--- config.mk ---
export PLATFORM = sky130hd
export DESIGN_NAME = tmam_ctrl
export DESIGN_NICKNAME = d
export VERILOG_FILES = /design/src/tmam_pkg.sv /design/src/tmam_ctrl.sv
export SDC_FILE = /design/constraint.sdc
export NUM_CORES = 1
export LEC_CHECK = 0
export BUFFER_PORTS_ARGS = -buffer_cell sky130_fd_sc_hd__buf_2
export CORE_AREA = 2 2 39 41
export DETAILED_ROUTE_END_ITERATION = 16
export DIE_AREA = 0 0 41 43
export PLACE_DENSITY = 0.32
export SETUP_SLACK_MARGIN = 0.4
export SYNTH_ARGS = -nofsm -noshare
export SYNTH_HDL_FRONTEND = slang
export SYNTH_SLANG_ARGS = --single-unit
--- constraint.sdc ---
create_clock -name clk -period 3.3 [get_ports clk]
set_clock_uncertainty 0.1 [all_clocks]
set_input_delay 0.495 -clock clk [delete_from_list [all_inputs] [get_ports clk]]
set_output_delay 0.495 -clock clk [all_outputs]
set_load 0.05 [all_outputs]
--- src/tmam_pkg.sv ---
// Shared types and constants for the tile map autotile mask block.
package tmam_pkg;

  localparam int MAX_COLS   = 64;
  localparam int MAX_ROWS   = 64;
  localparam int ROW_LIMIT  = (MAX_ROWS < 64) ? MAX_ROWS : 64;
  localparam int MAP_W      = 64;
  localparam int MAP_DEPTH  = 64;
  localparam int TILE_MAX   = 16;

  localparam int COORD_W    = 6;
  localparam int CFG_IDX_W  = 2;
  localparam int CFG_DATA_W = 7;
  localparam int DIM_W      = 7;
  localparam int TILE_W     = 5;
  localparam int MASK_W     = 4;
  localparam int PIX_W      = 10;
  localparam int SHEET_W    = 8;

  // Request codes.
  localparam logic REQ_WRITE = 1'b0;
  localparam logic REQ_QUERY = 1'b1;

  // Register indexes.
  localparam logic [CFG_IDX_W-1:0] CFG_COLS = 2'd0;
  localparam logic [CFG_IDX_W-1:0] CFG_ROWS = 2'd1;
  localparam logic [CFG_IDX_W-1:0] CFG_TILE = 2'd2;

  // Mask bit positions.
  localparam int NB_UP    = 0;
  localparam int NB_RIGHT = 1;
  localparam int NB_DOWN  = 2;
  localparam int NB_LEFT  = 3;

  // Commands from the controller to the datapath.
  typedef struct packed {
    logic write;    // store one cell from the incoming item
    logic start;    // latch query, read row above and the row itself
    logic step_dn;  // hold row above, read row below
    logic load;     // build the result and load the output register
  } cmd_t;

endpackage

--- src/tmam_ctrl.sv ---
// Controller: sequences the row reads of a query and owns both handshakes.
module tmam_ctrl (
  input  logic          clk,
  input  logic          rst,
  input  logic          in_valid,
  input  logic          in_type,
  output logic          in_ready,
  output logic          out_valid,
  input  logic          out_ready,
  output tmam_pkg::cmd_t cmd
);
  import tmam_pkg::*;

  typedef enum logic [2:0] {
    S_IDLE  = 3'b001,
    S_RD_DN = 3'b010,
    S_CALC  = 3'b100
  } state_t;

  state_t state;
  state_t state_next;

  assign in_ready    = (state == S_IDLE) && !rst;
  assign cmd.write   = in_ready && in_valid && (in_type == REQ_WRITE);
  assign cmd.start   = in_ready && in_valid && (in_type == REQ_QUERY);
  assign cmd.step_dn = (state == S_RD_DN);
  assign cmd.load    = (state == S_CALC) && (!out_valid || out_ready);

  always_comb begin
    state_next = state;
    case (state)
      S_IDLE:  if (cmd.start) state_next = S_RD_DN;
      S_RD_DN: state_next = S_CALC;
      S_CALC:  if (cmd.load) state_next = S_IDLE;
      default: state_next = S_IDLE;
    endcase
  end

  always_ff @(posedge clk) begin
    if (rst) begin
      state     <= S_IDLE;
      out_valid <= 1'b0;
    end else begin
      state <= state_next;
      if (cmd.load) out_valid <= 1'b1;
      else if (out_ready) out_valid <= 1'b0;
    end
  end

endmodule

==> out/results.env, run 1 <==
PLACED_CELL_AREA_SQ_UM=259
GRT_PASS1_VIAS=172
MAXCAPVIOLCOUNT=0
FLOW.AREA_GROWTH_FROM_SYNTHESIS_PCT=49.0
R2R_CELLS=3
SLEW-LIMIT-HEADROOM_PCT=79.9
GP_CONGESTION=0.642
LEAST_MARGIN_PIN_SLEW_NS=0.299
POST_LAYOUT_NONFILLER_INSTANCES=47
POST_CTS_BUFFERS=0
DRT-INITIAL-DRC-COUNT=2
TIMING.HOLD.WORST_ENDPOINT='out_valid$_SDFFE_PP0P_'
POST_ROUTE_CELLS_DRIVE_ABOVE_1_SHARE_PCT=51.6
GRT_USAGE_PCT=5.73
IRDROPWORSTVDD_mV=0.118
FINAL_SETUP_FAILS=0
TIMING.CRITICAL_PATH.CELLS='nor4b_4 > and3_4 > buf_2'
TOTAL_LEAKAGE_POWER_nW=0.130
SETUP.WORST_PATH.END_CLASS='output pin'
DRT_PRE_ANTENNA_ITERS=2
TIMING.FINAL.HOLD_VIOLATIONS=0
HOLD_PATH_START='rst'
BOUNDARYPINS=11
SYN_AREA_SQ_UM=189
WORSTREG2REGEND='state[0]$_SDFFE_PP1P_'
NUM_ANTENNA_CELLS=0
MAXIMUM_CLOCK_INSERTION_BUFFER_COUNT=2
CLK-INSERTION-DELAY-LATE_NS=0.24
DRT-VIAS-PER-INSTANCE=4.00
CRITICAL-PATH-MAX-STAGE-DELAY_NS=0.34
FINAL_MAX_SLEW_VIOL_COUNT=0
GRT_PASS1_WL_MICRONS=600
SHARE_OF_THE_CLOCK_PERIOD_USED_BY_THE_WORST_PATH_AFTER_LAYOUT_PCT=60.5
WORSTPATHREQUIRED_NS=2.70
RSZ0062_AT_GRT='false'
CORE_AREA_SQ_UM=1380
POSTSYNTHNETCOUNT=23
NFILLCELLS=160
CTS_ROOT_BUFFER='clkbuf_4'
R2R-START='state[2]$_SDFFE_PP0P_'
ROUTEDWLPERCELL_MICRONS=8.64
DIE-WIDTH_MICRONS=41
TIMING.HOLD.WORST.CLASS='in2reg'
FP.DIEH_MICRONS=43
TOTALNEGATIVESETUPSLACK_NS=0
HOLD_BUFFERS=0
WHS_PATH_DEPTH=2
CTS_TREE='built'
PIN_COUNT_OF_THE_BIGGEST_NET_ENTERING_GLOBAL_ROUTING=5
NUMPORTBUFFERS=10
DRCVIOLATIONCOUNT=0
SLOWEST_STAGE='dfxtp_1'
SETUP.WORST_PATH.START_CLASS='flop'
AVG_CELL_AREA_SYN_SQ_UM=10.5
NUM_ROWS=14
DESIGN_AREA_SQ_UM=282
SYNTH-SEQ-AREA-SHARE_PCT=42.4
PATH_MAX_FANOUT=4
CTS.REPORTEDPATHS.CLKPINSLEW_NS=0.04
WORST-ENDPOINT-ARRIVAL_NS=1.40
ROUTED_WL_MICRONS=406
CLOCK_SINK_COUNT=4
YOSYS_REGISTER_BITS=4
NUMBER_OF_CLOCK_BUFFERS_INSERTED_BY_TRITONCTS=3
SYNTH_WARNINGS=0
DIE_AREA_SQ_UM=1760
OUTCOME='completed'
SYNTH_CELL_TYPES=12
ANTENNA_FOUND_INITIAL=0
START_UTIL_PCT=13.7
REGTOREGSETUPSLACK_NS=2.13
P_PER_AREA_nW_PER_UM2=470
MAXIMUM_FREQUENCY_FROM_STATIC_TIMING_ANALYSIS_MHz=500
CTSRESIZECOUNT=0
DETAILROUTE.VIA_COUNT=188
PLACEDCELLCOUNT=44
LAYOUT_MIN_CYCLE_TIME_NS=2.00
GRT_OVERFLOW_TOTAL=0
SYNTH_CELLS=18
FINAL_NET_COUNT=38
CTS.HTREE.LEVELS=1
ANTENNA_LEFT=0
PATH_CLASS='reg2out'
registers in the layout (all words and copies together), names as in the netlist:
register and count:
state 3, out_valid 1
cell usage after synthesis:
master / n / share of area [%]
nor4b_4: 1 / 13
nor2b_1: 1 / 3.3
nand2_1: 1 / 2.0
and3_4: 1 / 6.0
nand4bb_1: 1 / 6.0
nor2_1: 3 / 6.0
a21oi_1: 1 / 2.6
or3b_1: 1 / 4.6
nand2b_1: 2 / 6.6
a211oi_1: 1 / 4.0
and3_2: 1 / 4.0
dfxtp_1: 4 / 42
per-layer routing:
layer  up-vias  GRT usage, %  wire, microns
li1         92             -              -
met1        82          5.48            161
met2        11          6.88            172
met3         3          3.14             49
met4         0          8.00             22
met5         -             0              0
layout by cell type (no fill, tap or decap):
master / n
buf_2: 10
dfxtp_1: 4
nor2_1: 3
clkbuf_4: 3
nand2b_1: 2
or3b_1: 1
nor2b_1: 1
nor4b_4: 1
nand2_1: 1
and3_4: 1
nand4bb_1: 1
a211oi_1: 1
and3_2: 1
a21oi_1: 1
final cells by class:
cell class / count / area (sq um) / share of cell area [%]
clock buffer: 3 / 22.5 / 8.00
sequential: 4 / 80.1 / 28.4
timing repair buffer: 10 / 50.0 / 17.8
tap: 16 / 20.0 / 7.11
multi-input combinational: 14 / 109 / 38.7
how the worst max path moves through the flow:
| stage | to | from | slack (ns) |
|---|---|---|---|
| after floorplan | cmd[3] | rst | 0.77 |
| after global routing | cmd[2] | state[2]$_SDFFE_PP0P_ | 1.21 |
| after global placement | cmd[2] | rst | 1.31 |
| after detailed placement | cmd[2] | rst | 1.31 |
| after CTS | cmd[2] | state[2]$_SDFFE_PP0P_ | 1.28 |
| final | cmd[2] | state[2]$_SDFFE_PP0P_ | 1.30 |
logic make-up (layout without fill, tap and decap cells):
| kind of cell | Yosys count | after routing | synth area share, % |
|---|---|---|---|
| buf+inv | 0 | 13 | 0 |
| compound gates | 2 | 2 | 6.62 |
| simple gates | 12 | 12 | 51.0 |
| flops | 4 | 4 | 42.4 |
stage by stage:
| stage | total power [mW] | utilization, % | worst slack (ns) | hold slack, ns |
|---|---|---|---|---|
| global placement | 0.0711 | 18.7 | 1.31 | 0.400 |
| finish | 0.132 | 20.3 | 1.30 | 0.382 |
| detailed placement | 0.0714 | 18.7 | 1.31 | 0.403 |
| global route | 0.139 | 20.3 | 1.21 | 0.389 |
| CTS | 0.136 | 20.3 | 1.28 | 0.382 |
| floorplan | 0.0650 | - | 0.766 | 0.349 |
critical path, delay by kind of cell (launching register included):
| kind | cells | cell delay, ns |
|---|---|---|
| and+or+nand+nor | 2 | 0.57 |
| buffers and inverters | 1 | 0.25 |
| DFF | 1 | 0.34 |
power breakdown:
group / switching, mW / total, mW / internal, mW
clock network: 0.0213 / 0.0621 / 0.0408
registers: 0.00132 / 0.0511 / 0.0498
logic: 0.0122 / 0.0192 / 0.00700
total: 0.0348 / 0.132 / 0.0975
Note: power is estimated with default switching activity, not from simulation.
==> run 2: changes to the inputs <==
PLACE_DENSITY = 0.33   (was 0.32)
clock period = 1.8 ns   (was 3.3 ns; I/O delays follow)
==> out/results.env, run 2 (synthesis gave the netlist of run 1 again) <==
TOTAL_LEAKAGE_POWER_nW=0.157  # was 0.130 nW
NUM_ROWS=14  # unchanged
DRT-VIAS-PER-INSTANCE=3.94  # was 4.00
COMMONEST_CELLS_AFTER_ROUTING_FILL_AND_TAPS_ASIDE='6 x buf_2, 3 x clkbuf_4, 3 x buf_6, 3 x dfxtp_2'  # was 10 x buf_2, 4 x dfxtp_1, 3 x nor2_1, 3 x clkbuf_4, 2 x nand2b_1
MAXIMUM_FREQUENCY_FROM_STATIC_TIMING_ANALYSIS_MHz=606
IRDROPWORSTVDD_mV=0.205  # was 0.118 mV
LAYOUT_MIN_CYCLE_TIME_NS=1.65
GRT_PASS1_WL_MICRONS=862  # was 600 microns
LAYOUT_COMMONEST_CELL='buf_2'  # unchanged
DRT-INITIAL-DRC-COUNT=0  # was 2
MET3ROUTEDLENGTH_MICRONS=47  # was 49 microns
CLOCK_SINK_COUNT=4  # unchanged
WORSTPATHREQUIRED_NS=1.43  # was 2.70 ns
PRE_CTS_WS_NS=0.204  # was 1.31 ns
ROUTEDWLPERCELL_MICRONS=9.55  # was 8.64 microns
TIMING.HOLD.WORST.CLASS='in2reg'  # unchanged
WL_MET1_MICRONS=174  # was 161 microns
SETUP.WORST_PATH.START_CLASS='flop'  # unchanged
START_UTIL_PCT=13.7  # unchanged
ROUTED_WL_MICRONS=468  # was 406 microns
FINAL_MAX_SLEW_VIOL_COUNT=0  # unchanged
PATH_CLASS='reg2out'  # unchanged
OUTCOME='completed'  # unchanged
PIN_COUNT_OF_THE_BIGGEST_NET_ENTERING_GLOBAL_ROUTING=5  # unchanged
CLK-INSERTION-DELAY-LATE_NS=0.24  # about the same
TOP_SIGNAL_LAYER_USED='met4'  # unchanged
GRT_PASS1_VIAS=205  # was 172
DR_WL_MET2_MICRONS=236  # was 172 microns
DIE_AREA_SQ_UM=1760  # unchanged
FINAL_NET_COUNT=40  # was 38
LEAST_MARGIN_PIN_SLEW_NS=0.304  # was 0.299 ns
TIMING.FINAL.HOLD_VIOLATIONS=0  # unchanged
RSZ0062_AT_GRT='true'  # was false
NUMPORTBUFFERS=10  # unchanged
TIMING.HOLD.WS_NS=0.165  # was 0.382 ns
CPLARGESTDELAYFAMILY='simple AND/OR/NAND/NOR gates'  # unchanged
SHARE_OF_THE_CLOCK_PERIOD_USED_BY_THE_WORST_PATH_AFTER_LAYOUT_PCT=91.6
LARGEST_REGISTER_FFS=3  # unchanged
SLEW-LIMIT-HEADROOM_PCT=79.6  # was 79.9%
GRT_USAGE_PCT=8.12  # was 5.73%
FINAL_SETUP_FAILS=0  # unchanged
FP.DIEH_MICRONS=43  # unchanged
UTILIZATION_PCT=25.2  # was 20.3%
CORE_AREA_SQ_UM=1380  # unchanged
GRT_OVERFLOW_TOTAL=0  # unchanged
WORST-ENDPOINT-ARRIVAL_NS=1.28  # was 1.40 ns
MAXIMUM_CLOCK_INSERTION_BUFFER_COUNT=2  # unchanged
NUM_ANTENNA_CELLS=0  # unchanged
DRCVIOLATIONCOUNT=0  # unchanged
POST_ROUTE_CELLS_DRIVE_ABOVE_1_SHARE_PCT=75.8  # was 51.6%
CRITICAL-PATH-MAX-STAGE-DELAY_NS=0.33  # was 0.34 ns
CRITICAL_PATH.N_BUFFERS_INVERTERS=1  # unchanged
DIE-WIDTH_MICRONS=41  # unchanged
WORST_SLACK_NS=0.150  # was 1.30 ns
CTS.REPORTEDPATHS.CLKPINSLEW_NS=0.04  # about the same
CTS_ROOT_BUFFER='clkbuf_4'  # unchanged
REGTOREGSETUPSLACK_NS=0.46  # was 2.13 ns
TOP_REGISTER='state'  # unchanged
BOUNDARYPINS=11  # unchanged
CTS.HTREE.LEVELS=1  # unchanged
PATH_MAX_FANOUT=4  # unchanged
DRT_PRE_ANTENNA_ITERS=1  # was 2
MAXCAPVIOLCOUNT=0  # unchanged
P_PER_AREA_nW_PER_UM2=726  # was 470 nW/um^2
NUMBER_OF_CLOCK_BUFFERS_INSERTED_BY_TRITONCTS=3  # unchanged
GP_CONGESTION=0.617  # was 0.642
HPWLAFTERDP_MICRONS=325
SETUP.WORST_PATH.END_CLASS='output pin'  # unchanged
ANTENNA_LEFT=0  # unchanged
FLOW.AREA_GROWTH_FROM_SYNTHESIS_PCT=84.8  # was 49.0%
REG_TOP3='state: 3 flops, out_valid: 1 flops'  # unchanged
SLOWEST_STAGE='dfxtp_2'  # was dfxtp_1
CTS_TREE='built'  # unchanged
ANTENNA_FOUND_INITIAL=0  # unchanged
TIMING.CRITICAL_PATH.CELLS='nor4b_4 > and3_4 > buf_8'  # was nor4b_4 > and3_4 > buf_2
DETAILROUTE.VIA_COUNT=193  # was 188
[run 2: changes by cell type in the layout (fill, tap and decap cells not counted), moves of 2 or more]
cell	change
dfxtp_1	-3
nor2_1	-2
buf_6	+3
buf_4	+2
buf_2	-4
dfxtp_2	+3
[run 2: worst reg2reg max path: cells and delay by family, from the launching register on]
kind / cells / cell delay [ns]
flip-flops: 1 / 0.33
buffers and inverters: 2 / 0.19
AND/OR/NAND/NOR: 3 / 0.60
[run 2: what timing repair did]
item / CTS / global route
hold buffers: 0 / 0
resized for setup: 12 / 0
setup endpoints to repair: 5 / 5
buffers inserted: 1 / 1
endpoints found under the hold margin: 0 / 0
gates cloned: 0 / 0
pin swaps: 1 / 2
[run 2: layout make-up]
cell class | count | area [sq um]
clock buffer | 3 | 22.5
timing repair buffer | 12 | 93.8
sequential | 4 | 83.8
multi-input combinational | 14 | 129
fill | 155 | 1030
tap | 16 | 20.0
[run 2: path summary, 6_finish.rpt]
check / start / cells after the start / to
worst max-delay path: state[2]$_SDFFE_PP0P_ / 3 / cmd[2]
worst min register to register: state[0]$_SDFFE_PP1P_ / 1 / state[2]$_SDFFE_PP0P_
worst min-delay path: rst / 2 / out_valid$_SDFFE_PP0P_
worst max register to register: state[2]$_SDFFE_PP0P_ / 5 / state[0]$_SDFFE_PP1P_
[run 2: metrics by stage]
step,cells,TNS [ns],power [mW],instance area (sq um)
2_1_floorplan,18,-0.145,0.122,208
3_5_place_dp,44,0,0.134,278
6_report,49,0,0.253,349
3_3_place_gp,44,0,0.134,278
4_1_cts,48,0,0.256,342
5_1_grt,49,0,0.269,349
[run 2: per-layer routing]
layer | track usage, % | vias up
met2 | 9.69 | 10
met4 | 10.0 | 0
met1 | 8.97 | 86
met3 | 3.66 | 2
met5 | 0 | -
li1 | - | 95
[run 2: report_power, final]
group / total (mW) / internal [mW] / switching (mW)
sequential: 0.0945 / 0.0917 / 0.00281
clock: 0.114 / 0.0748 / 0.0394
combinational: 0.0447 / 0.0191 / 0.0256
total: 0.253 / 0.186 / 0.0678
